===== src/rtl/lwwr_pkg.sv =====
`timescale 1ns / 1ps
package lwwr_pkg;

    // The ring index and the queue pointers wrap naturally, so the window
    // depth is a power of two; the length fields hold the full depth.
    localparam int MAX_WINDOW = 1024;
    localparam int ADDR_W     = $clog2(MAX_WINDOW);
    localparam int LEN_W      = 11;
    localparam int DATA_W     = 32;

    typedef struct packed {
        logic signed [DATA_W-1:0] sample;
        logic                     last_sample;
    } t_in;

    typedef struct packed {
        logic [LEN_W-1:0] window_len;
        logic [LEN_W-1:0] best_len;
    } t_out;

    typedef struct packed {
        logic signed [DATA_W-1:0] value;
        logic [ADDR_W-1:0]        slot;
    } t_qentry;

    typedef enum logic [3:0] {
        S_IDLE,
        S_PRE_RD,
        S_PRE_EVICT,
        S_TAIL_RD,
        S_PUSH,
        S_POST_RD,
        S_POST_EVICT,
        S_CHECK
    } t_state;

    typedef struct packed {
        logic accept;
        logic pre;
        logic evict;
        logic push;
        logic shrink;
        logic finish;
    } t_cmd;

    typedef struct packed {
        logic evict_any;
        logic dom_any;
        logic in_range;
        logic out_free;
    } t_sts;

endpackage


===== src/rtl/lwwr_ctrl.sv =====
`timescale 1ns / 1ps
module lwwr_ctrl (
    input  logic           i_clk,
    input  logic           i_rst_n,
    input  logic           i_in_valid,
    output logic           o_in_stall,
    input  lwwr_pkg::t_sts i_sts,
    output lwwr_pkg::t_cmd o_cmd
);
    import lwwr_pkg::*;

    t_state r_state, n_state;

    always_ff @(posedge i_clk) begin
        if (!i_rst_n) begin
            r_state <= S_IDLE;
        end else begin
            r_state <= n_state;
        end
    end

    always_comb begin
        n_state    = r_state;
        o_cmd      = '0;
        o_in_stall = 1'b1;
        unique case (r_state)
            S_IDLE: begin
                o_in_stall = 1'b0;
                if (i_in_valid) begin
                    o_cmd.accept = 1'b1;
                    n_state      = S_PRE_RD;
                end
            end
            S_PRE_RD: begin
                n_state = S_PRE_EVICT;
            end
            S_PRE_EVICT: begin
                o_cmd.pre   = 1'b1;
                o_cmd.evict = 1'b1;
                n_state     = i_sts.evict_any ? S_PRE_RD : S_TAIL_RD;
            end
            S_TAIL_RD: begin
                n_state = S_PUSH;
            end
            S_PUSH: begin
                o_cmd.push = 1'b1;
                n_state    = i_sts.dom_any ? S_TAIL_RD : S_POST_RD;
            end
            S_POST_RD: begin
                n_state = S_POST_EVICT;
            end
            S_POST_EVICT: begin
                o_cmd.evict = 1'b1;
                n_state     = i_sts.evict_any ? S_POST_RD : S_CHECK;
            end
            S_CHECK: begin
                if (!i_sts.in_range) begin
                    // Head entries are still current, so the evict step can
                    // use them right away.
                    o_cmd.shrink = 1'b1;
                    n_state      = S_POST_EVICT;
                end else if (i_sts.out_free) begin
                    o_cmd.finish = 1'b1;
                    n_state      = S_IDLE;
                end
            end
            default: begin
                n_state = S_IDLE;
            end
        endcase
    end

endmodule


===== config.mk =====
export PLATFORM = sky130hd
export DESIGN_NAME = lwwr_ctrl
export DESIGN_NICKNAME = d
export VERILOG_FILES = /design/src/rtl/lwwr_pkg.sv /design/src/rtl/lwwr_ctrl.sv
export SDC_FILE = /design/constraint.sdc
export NUM_CORES = 1
export LEC_CHECK = 0
export BUFFER_PORTS_ARGS = -buffer_cell sky130_fd_sc_hd__buf_2
export CAP_MARGIN = 20
export CORE_AREA = 2 2 39 41
export CTS_BUF_LIST = sky130_fd_sc_hd__clkbuf_8 sky130_fd_sc_hd__clkbuf_16
export DETAILED_ROUTE_END_ITERATION = 10
export DIE_AREA = 0 0 41 43
export PLACE_DENSITY_LB_ADDON = 0.3
export SLEW_MARGIN = 20
export SYNTH_ARGS = -nofsm -noshare
export SYNTH_HDL_FRONTEND = slang
export SYNTH_SLANG_ARGS = --single-unit

===== constraint.sdc =====
create_clock -name i_clk -period 1.1 [get_ports i_clk]
set_input_delay 0.165 -clock i_clk [delete_from_list [all_inputs] [get_ports i_clk]]
set_output_delay 0.165 -clock i_clk [all_outputs]
set_load 0.1 [all_outputs]

==> results by group, run 1 <==
STA
  • TNS Setup: -1.90 ns
  • WHS: 0.191 ns
  • Max-slew violations: 0
  • Slew headroom: 79.5%
  • Setup Skew: 0.00328 ns
  • Final period util: 128%
  • Final number of setup-violating endpoints: 10
  • Post-layout min period: between 1 and 1.5 ns
  • Fmax: around 0.7 GHz
  • Worst Slack Setup Final: -0.305 ns
  • Final hold viol count: 0
  • RSZ-0062 raised after global routing: true
  • Worst slew pin tran: about 0.30 ns

Routing
  • Routed Antenna Nets: 0
  • Via count: just under 300
  • Vias per inst: between 4 and 5
  • Wirelength per Cell: around 9.4 um
  • Drt first pass iters: 4
  • DR iter-0 viols: 7
  • DRC viols: 0
  • Drt total wl: between 600 and 700 um

Placement
  • Pre-CTS setup slack: -0.107 ns
  • Port buffer count: 13
  • Routability cong.: approximately 0.71

Clock tree
  • Clock Latency Late Sink: between 0.2 and 0.25 ns
  • Cts bufs inserted: 3
  • Clk buf depth: 2
  • CTS tree: yes
  • H-tree depth: 1
  • CTS root buffer: clkbuf_8
  • Sink Count: 3
  • Worst-path clk slew: ~0.03 ns
  • Hold Buf Count CTS: 0

Setup path
  • R2r setup slk: -0.12 ns
  • Critical Path End: o_cmd[5]
  • Critical path type: reg2out
  • Delay-heaviest family, CP: simple AND/OR/NAND/NOR gates
  • Worst setup path start: r_state[1]$_SDFFE_PN0P_
  • Worst reg2reg endpoint: r_state[1]$_SDFFE_PN0P_
  • Crit-path max FO: 4
  • Crit start category: register
  • CP Depth: 3
  • Worst EP required: between 0.9 and 1 ns
  • CP Capture Type: primary output
  • Crit-path slowest cell: or3_4
  • CP cell instances: or3_4, nor2_4, buf_12
  • CP peak stage delay: approximately 0.42 ns
  • Reg2Reg Depth: 5
  • CP arrival: approximately 1.2 ns
  • Worst path bufs/invs: 1
  • Critical register-to-register path startpoint: r_state[2]$_SDFFE_PN0P_

Finish
  • Largest register FFs: 3
  • Register area: approximately 64 um^2
  • Most common cell after layout, fill and taps aside: buf_12
  • Leading cell types in the layout, fill and taps excluded: buf_12, buf_2, buf_4, inv_1, buf_6
  • N_diodes: 0
  • Post-route core utilization: a little over two fifths
  • Largest Register: r_state
  • Largest registers: r_state (3)
  • Synth-to-layout area growth: 174%
  • Fillers: between 100 and 150
  • Footprint of the multi-input gates: around 180 um^2
  • Final net count: 62
  • Layout cells sized above 1: about three quarters

Synth
  • Most used flip-flop cell after synthesis: dfxtp_1
  • Synthesized area: between 200 and 250 um^2
  • Register bit total from synthesis: 3
  • Post-Synthesis Cells: 28
  • Sequential-to-total area share from yosys stat: 28.1%
  • FFs w/ async S/R, synth: 0%
  • Synth Warn #: 0
  • Syn Nets: 35
  • Avg Synthesized Cell Area: 7.64 um^2
  • Count of different cell masters after synthesis: 19
  • Number of flops mapped to enable cells by yosys: 0

Min path
  • Worst hold path class: in2reg
  • Worst hold start: i_rst_n

Global route
  • Number of global-route vias before repair: a little under 300
  • Largest net degree at the start of global routing: 7
  • GRT Overall Usage: under 10%
  • Initial antenna violation count: 0
  • Total grt overflow: 0
  • First-pass GRT wire length: about 1100 um

Power
  • Pwr dens: about 1700 nW/um^2
  • Maximum vdd drop: about 0.61 mV
  • Total power draw: roughly 0.001 W
  • P_leak: between 0.2 and 0.3 nW

Floorplanning
  • I/O pins: 14
  • Die area: 1760 um^2
  • Core ar.: about 1400 um^2
  • # rows: 14
  • Die X: about 40 um
  • Die Y: 43 um
  • Initial core utilization: around 15%

Run status
  • Outcome: finished with violations
  • Failing checks: negative setup slack

Flow run
  • Max Cap Viol: 0
## metal layers
layer / share of wire [%] / vias to the layer above / track usage [%]
met5: 0 / - / 0
met4: 0 / 0 / 8.00
met3: 9.4 / 0 / 3.14
met2: 50 / 17 / 14.1
met1: 40 / 132 / 10.2
li1: - / 149 / -
## how the worst min path moves through the flow
stage	end	slack, ns	cells after the start
4_1_cts	r_state[2]$_SDFFE_PN0P_	0.18	3
3_5_place_dp	r_state[2]$_SDFFE_PN0P_	0.41	3
3_3_place_gp	r_state[2]$_SDFFE_PN0P_	0.41	3
2_1_floorplan	r_state[2]$_SDFFE_PN0P_	0.27	2
6_report	r_state[2]$_SDFFE_PN0P_	0.19	3
5_1_grt	r_state[2]$_SDFFE_PN0P_	0.20	3
## area by class of cell
| cell class | instances | area share [%] |
|---|---|---|
| Clock inverter | 1 | 0.641 |
| Inverter | 4 | 2.56 |
| Tap cell | 16 | 3.42 |
| Timing Repair Buffer | 23 | 44.4 |
| Multi-Input combinational cell | 20 | 31.0 |
| Clock buffer | 3 | 7.05 |
| Sequential cell | 3 | 10.9 |
## power breakdown
part	switching, W	internal [W]	total (W)	leakage, nW
logic	0.000315	0.000222	0.000537	0.203
registers	0.0000110	0.000126	0.000137	0.0258
clock network	0.0000738	0.000238	0.000311	0.0269
total	0.000400	0.000586	0.000986	0.256
## synth_stat cells (all sizes together) (2+ instances only)
| cell type | n | area, um^2 |
|---|---|---|
| dfxtp | 3 | 60.1 |
| nor2 | 2 | 7.51 |
| a21oi | 2 | 10.0 |
| o21ai | 3 | 15.0 |
| inv | 4 | 15.0 |
## metrics by stage
| stage | instance area [um^2] | instances |
|---|---|---|
| 3_3_place_gp | 485 | 63 |
| 2_1_floorplan | 254 | 28 |
| 4_1_cts | 574 | 69 |
| 5_1_grt | 586 | 70 |
| 6_report | 586 | 70 |
| 3_5_place_dp | 485 | 63 |
## tightest hold or removal path, delay by kind of cell
| family | cells | cell delay, ns |
|---|---|---|
| AOI/OAI and AO/OA | 1 | 0.03 |
| and+or+nand+nor | 1 | 0.07 |
| buffers and inverters | 1 | 0.11 |
## kinds of logic (layout without fill, tap and decap cells)
kind of cell | after synthesis | count (layout) | share of synthesized area [%]
AO/OA/AOI/OAI | 9 | 9 | 26.9
buffers and inverters | 5 | 31 | 12.3
flip-flops | 3 | 3 | 28.1
AND/OR/NAND/NOR | 11 | 11 | 32.8
## timing repair
action	in CTS	in global routing
endpoints found under the setup margin	10	10
buffers inserted	2	1
pin swaps	5	3
resized for setup	10	1
(Power assumes the default switching activity.)
==> run 2, diff against run 1 <==
--- a/config.mk
+++ b/config.mk
@@ -5,12 +5,13 @@
 export SDC_FILE = /design/constraint.sdc
 export NUM_CORES = 1
 export LEC_CHECK = 0
+export ABC_AREA = 1
 export BUFFER_PORTS_ARGS = -buffer_cell sky130_fd_sc_hd__buf_2
 export CAP_MARGIN = 20
-export CORE_AREA = 2 2 39 41
+export CORE_AREA = 4 4 41 43
 export CTS_BUF_LIST = sky130_fd_sc_hd__clkbuf_8 sky130_fd_sc_hd__clkbuf_16
 export DETAILED_ROUTE_END_ITERATION = 10
-export DIE_AREA = 0 0 41 43
+export DIE_AREA = 0 0 45 47
 export PLACE_DENSITY_LB_ADDON = 0.3
 export SLEW_MARGIN = 20
 export SYNTH_ARGS = -nofsm -noshare
==> results by group, run 2 <==
Placement
  • Final HPWL DP: 551 um
  • Routability cong.: between 0.7 and 0.8
  • Cells after DPL: between 70 and 80
  • Port buffer count: 13

Power
  • Pwr dens: around 1600 nW/um^2
  • Maximum vdd drop: between 0.8 and 0.9 mV
  • P_leak: 0.300 nW

STA
  • Setup Skew: 0.00219 ns
  • Worst slew pin tran: roughly 0.18 ns
  • Slew headroom: 88.3%
  • Worst Slack Setup Final: -0.191 ns
  • Post-layout min period: ~1.3 ns
  • Final hold viol count: 0
  • Max-slew violations: 0
  • Final period util: 117%
  • Fmax: between 0.7 and 0.8 GHz
  • Final number of setup-violating endpoints: 8
  • RSZ-0062 raised after global routing: true

Floorplanning
  • Core ar.: 1300 um^2
  • Initial core utilization: between 10% and 20%
  • I/O pins: 14
  • # rows: 13
  • Die Y: 47 um
  • Die area: between 2000 and 2500 um^2
  • Die X: 45 um

Setup path
  • CP Capture Type: primary output
  • CP Depth: 5
  • R2r setup slk: -0.05 ns
  • Worst path bufs/invs: 2
  • CP cell instances: nand2_2, nor2_2, nand2_2, clkinvlp_4, buf_12
  • Critical path type: reg2out
  • Crit-path max FO: 6
  • Most frequent CP cell: nand2_2
  • Crit start category: register
  • Delay-heaviest family, CP: flip-flops
  • Reg2Reg Depth: 8
  • Crit-path slowest cell: dfxtp_4
  • CP peak stage delay: about 0.37 ns
  • Worst EP required: ~0.94 ns
  • CP arrival: roughly 1.1 ns

Clock tree
  • CTS tree: yes
  • Clk buf depth: 2
  • Cts bufs inserted: 3
  • CTS root buffer: clkbuf_8
  • Sink Count: 3
  • H-tree depth: 1
  • Clock Latency Late Sink: ~0.21 ns
  • Worst-path clk slew: 0.03 ns

Run status
  • Outcome: finished with violations
  • Failing checks: negative setup slack

Global route
  • Number of global-route vias before repair: around 270
  • GRT Overall Usage: between 7 and 8%
  • Initial antenna violation count: 0
  • First-pass GRT wire length: about 1100 um
  • Total grt overflow: 0
  • Largest net degree at the start of global routing: 7

Routing
  • Vias per inst: between 3 and 4
  • DRC viols: 0
  • Wirelength per Cell: 8.17 um
  • Drt first pass iters: 1
  • Via count: 328
  • Routed Antenna Nets: 0
  • Drt total wl: between 600 and 700 um
  • DR iter-0 viols: 0

Synth
  • Commonest cells in the netlist: nand2_1, inv_1, nor2_1
  • Synthesized area: approximately 230 um^2
  • Sequential-to-total area share from yosys stat: approximately a quarter
  • Synth Warn #: 0
  • Post-synth top area cell: dfxtp_1
  • Register bit total from synthesis: 3
  • Yosys top cell area share: between 20% and 30%
  • Count of different cell masters after synthesis: 11
  • Most frequent cell after synthesis: nand2_1
  • Number of flops mapped to enable cells by yosys: 0
  • Post-Synthesis Cells: 42
  • Syn Nets: between 40 and 50
  • Most used flip-flop cell after synthesis: dfxtp_1
  • Avg Synthesized Cell Area: between 5 and 6 um^2
  • Top cells by area, synth: dfxtp_1, nand2_1, inv_1, nor2_1, nand3_1
  • FFs w/ async S/R, synth: 0%

Finish
  • Final net count: between 70 and 80
  • Post-route core utilization: 48.9%
  • Fin cells: 83
  • Largest register FFs: 3
  • Layout cells sized above 1: about 65%
  • Leading cell types in the layout, fill and taps excluded: nand2_1, buf_4, inv_1, buf_12, buf_2
  • Largest registers: r_state (3)
  • N_diodes: 0
  • Synth-to-layout area growth: 180%
  • Largest Register: r_state

Min path
  • Worst hold path class: in2reg
  • Hold Crit Depth: 3

Flow run
  • Max Cap Viol: 0
run 2: changes by cell type after synthesis, sizes merged, moves of 3 or more:
cell   before  now
o21ai       3    0
nand3       0    4
nor2        2    9
inv         4    9
nand2       1   13
run 2: layer usage:
metal / routed length [um] / up-vias / GRT usage, %
met4: 0 / 0 / 3.51
li1: - / 181 / -
met5: 0 / - / 0
met1: 295 / 141 / 8.39
met2: 347 / 6 / 11.3
met3: 35 / 0 / 2.30
run 2: worst register-to-register path, delay by kind of cell, from the launching register on:
family | cells | cell delay, ns
flops | 1 | 0.37
buf+inv | 2 | 0.25
simple gates | 6 | 0.46
run 2: kinds of logic after synthesis:
| kind of cell | share of synthesized area, % |
|---|---|
| compound gates | 5.49 |
| flops | 26.4 |
| buf+inv | 14.8 |
| simple gates | 53.3 |
run 2: layout make-up:
type,count,area [um^2]
Clock inverter,1,3.75
Fill cell,131,664
Multi-Input combinational cell,30,214
Clock buffer,3,41.3
Inverter,9,46.3
Timing Repair Buffer,22,241
Tap cell,15,18.8
Sequential cell,3,71.3
run 2: power breakdown:
| part | leakage (nW) | switching [W] | internal (W) |
|---|---|---|---|
| Clock | 0.0269 | 0.0000624 | 0.000237 |
| Sequential | 0.0267 | 0.0000277 | 0.000126 |
| Combinational | 0.246 | 0.000340 | 0.000213 |
| Total | 0.300 | 0.000430 | 0.000576 |
run 2: what timing repair did:
item	in CTS	in global routing
setup buffers	2	3
pin swaps	6	9
hold buffers	0	0
setup endpoints to repair	7	10
gates resized for setup	3	6
run 2: path summary, 6_finish.rpt:
check	endpoint	start
max	o_cmd[1]	r_state[0]$_SDFFE_PN0P_
min	r_state[2]$_SDFFE_PN0P_	i_rst_n
max reg2reg	r_state[1]$_SDFFE_PN0P_	r_state[0]$_SDFFE_PN0P_
min reg2reg	r_state[2]$_SDFFE_PN0P_	r_state[0]$_SDFFE_PN0P_
run 2: metrics by stage:
| stage | hold slack, ns | TNS, ns | area, um^2 | worst slack (ns) | power (W) |
|---|---|---|---|---|---|
| 2_1_floorplan | 0.276 | -1.11 | 304 | -0.315 | 0.000492 |
| 3_3_place_gp | 0.406 | 0 | 531 | 0.00416 | 0.000672 |
| 3_5_place_dp | 0.405 | -0.00646 | 531 | -0.00567 | 0.000674 |
| 4_1_cts | 0.185 | -1.05 | 598 | -0.184 | 0.000991 |
| 5_1_grt | 0.234 | -1.47 | 637 | -0.239 | 0.00106 |
| 6_report | 0.194 | -1.02 | 637 | -0.191 | 0.00101 |
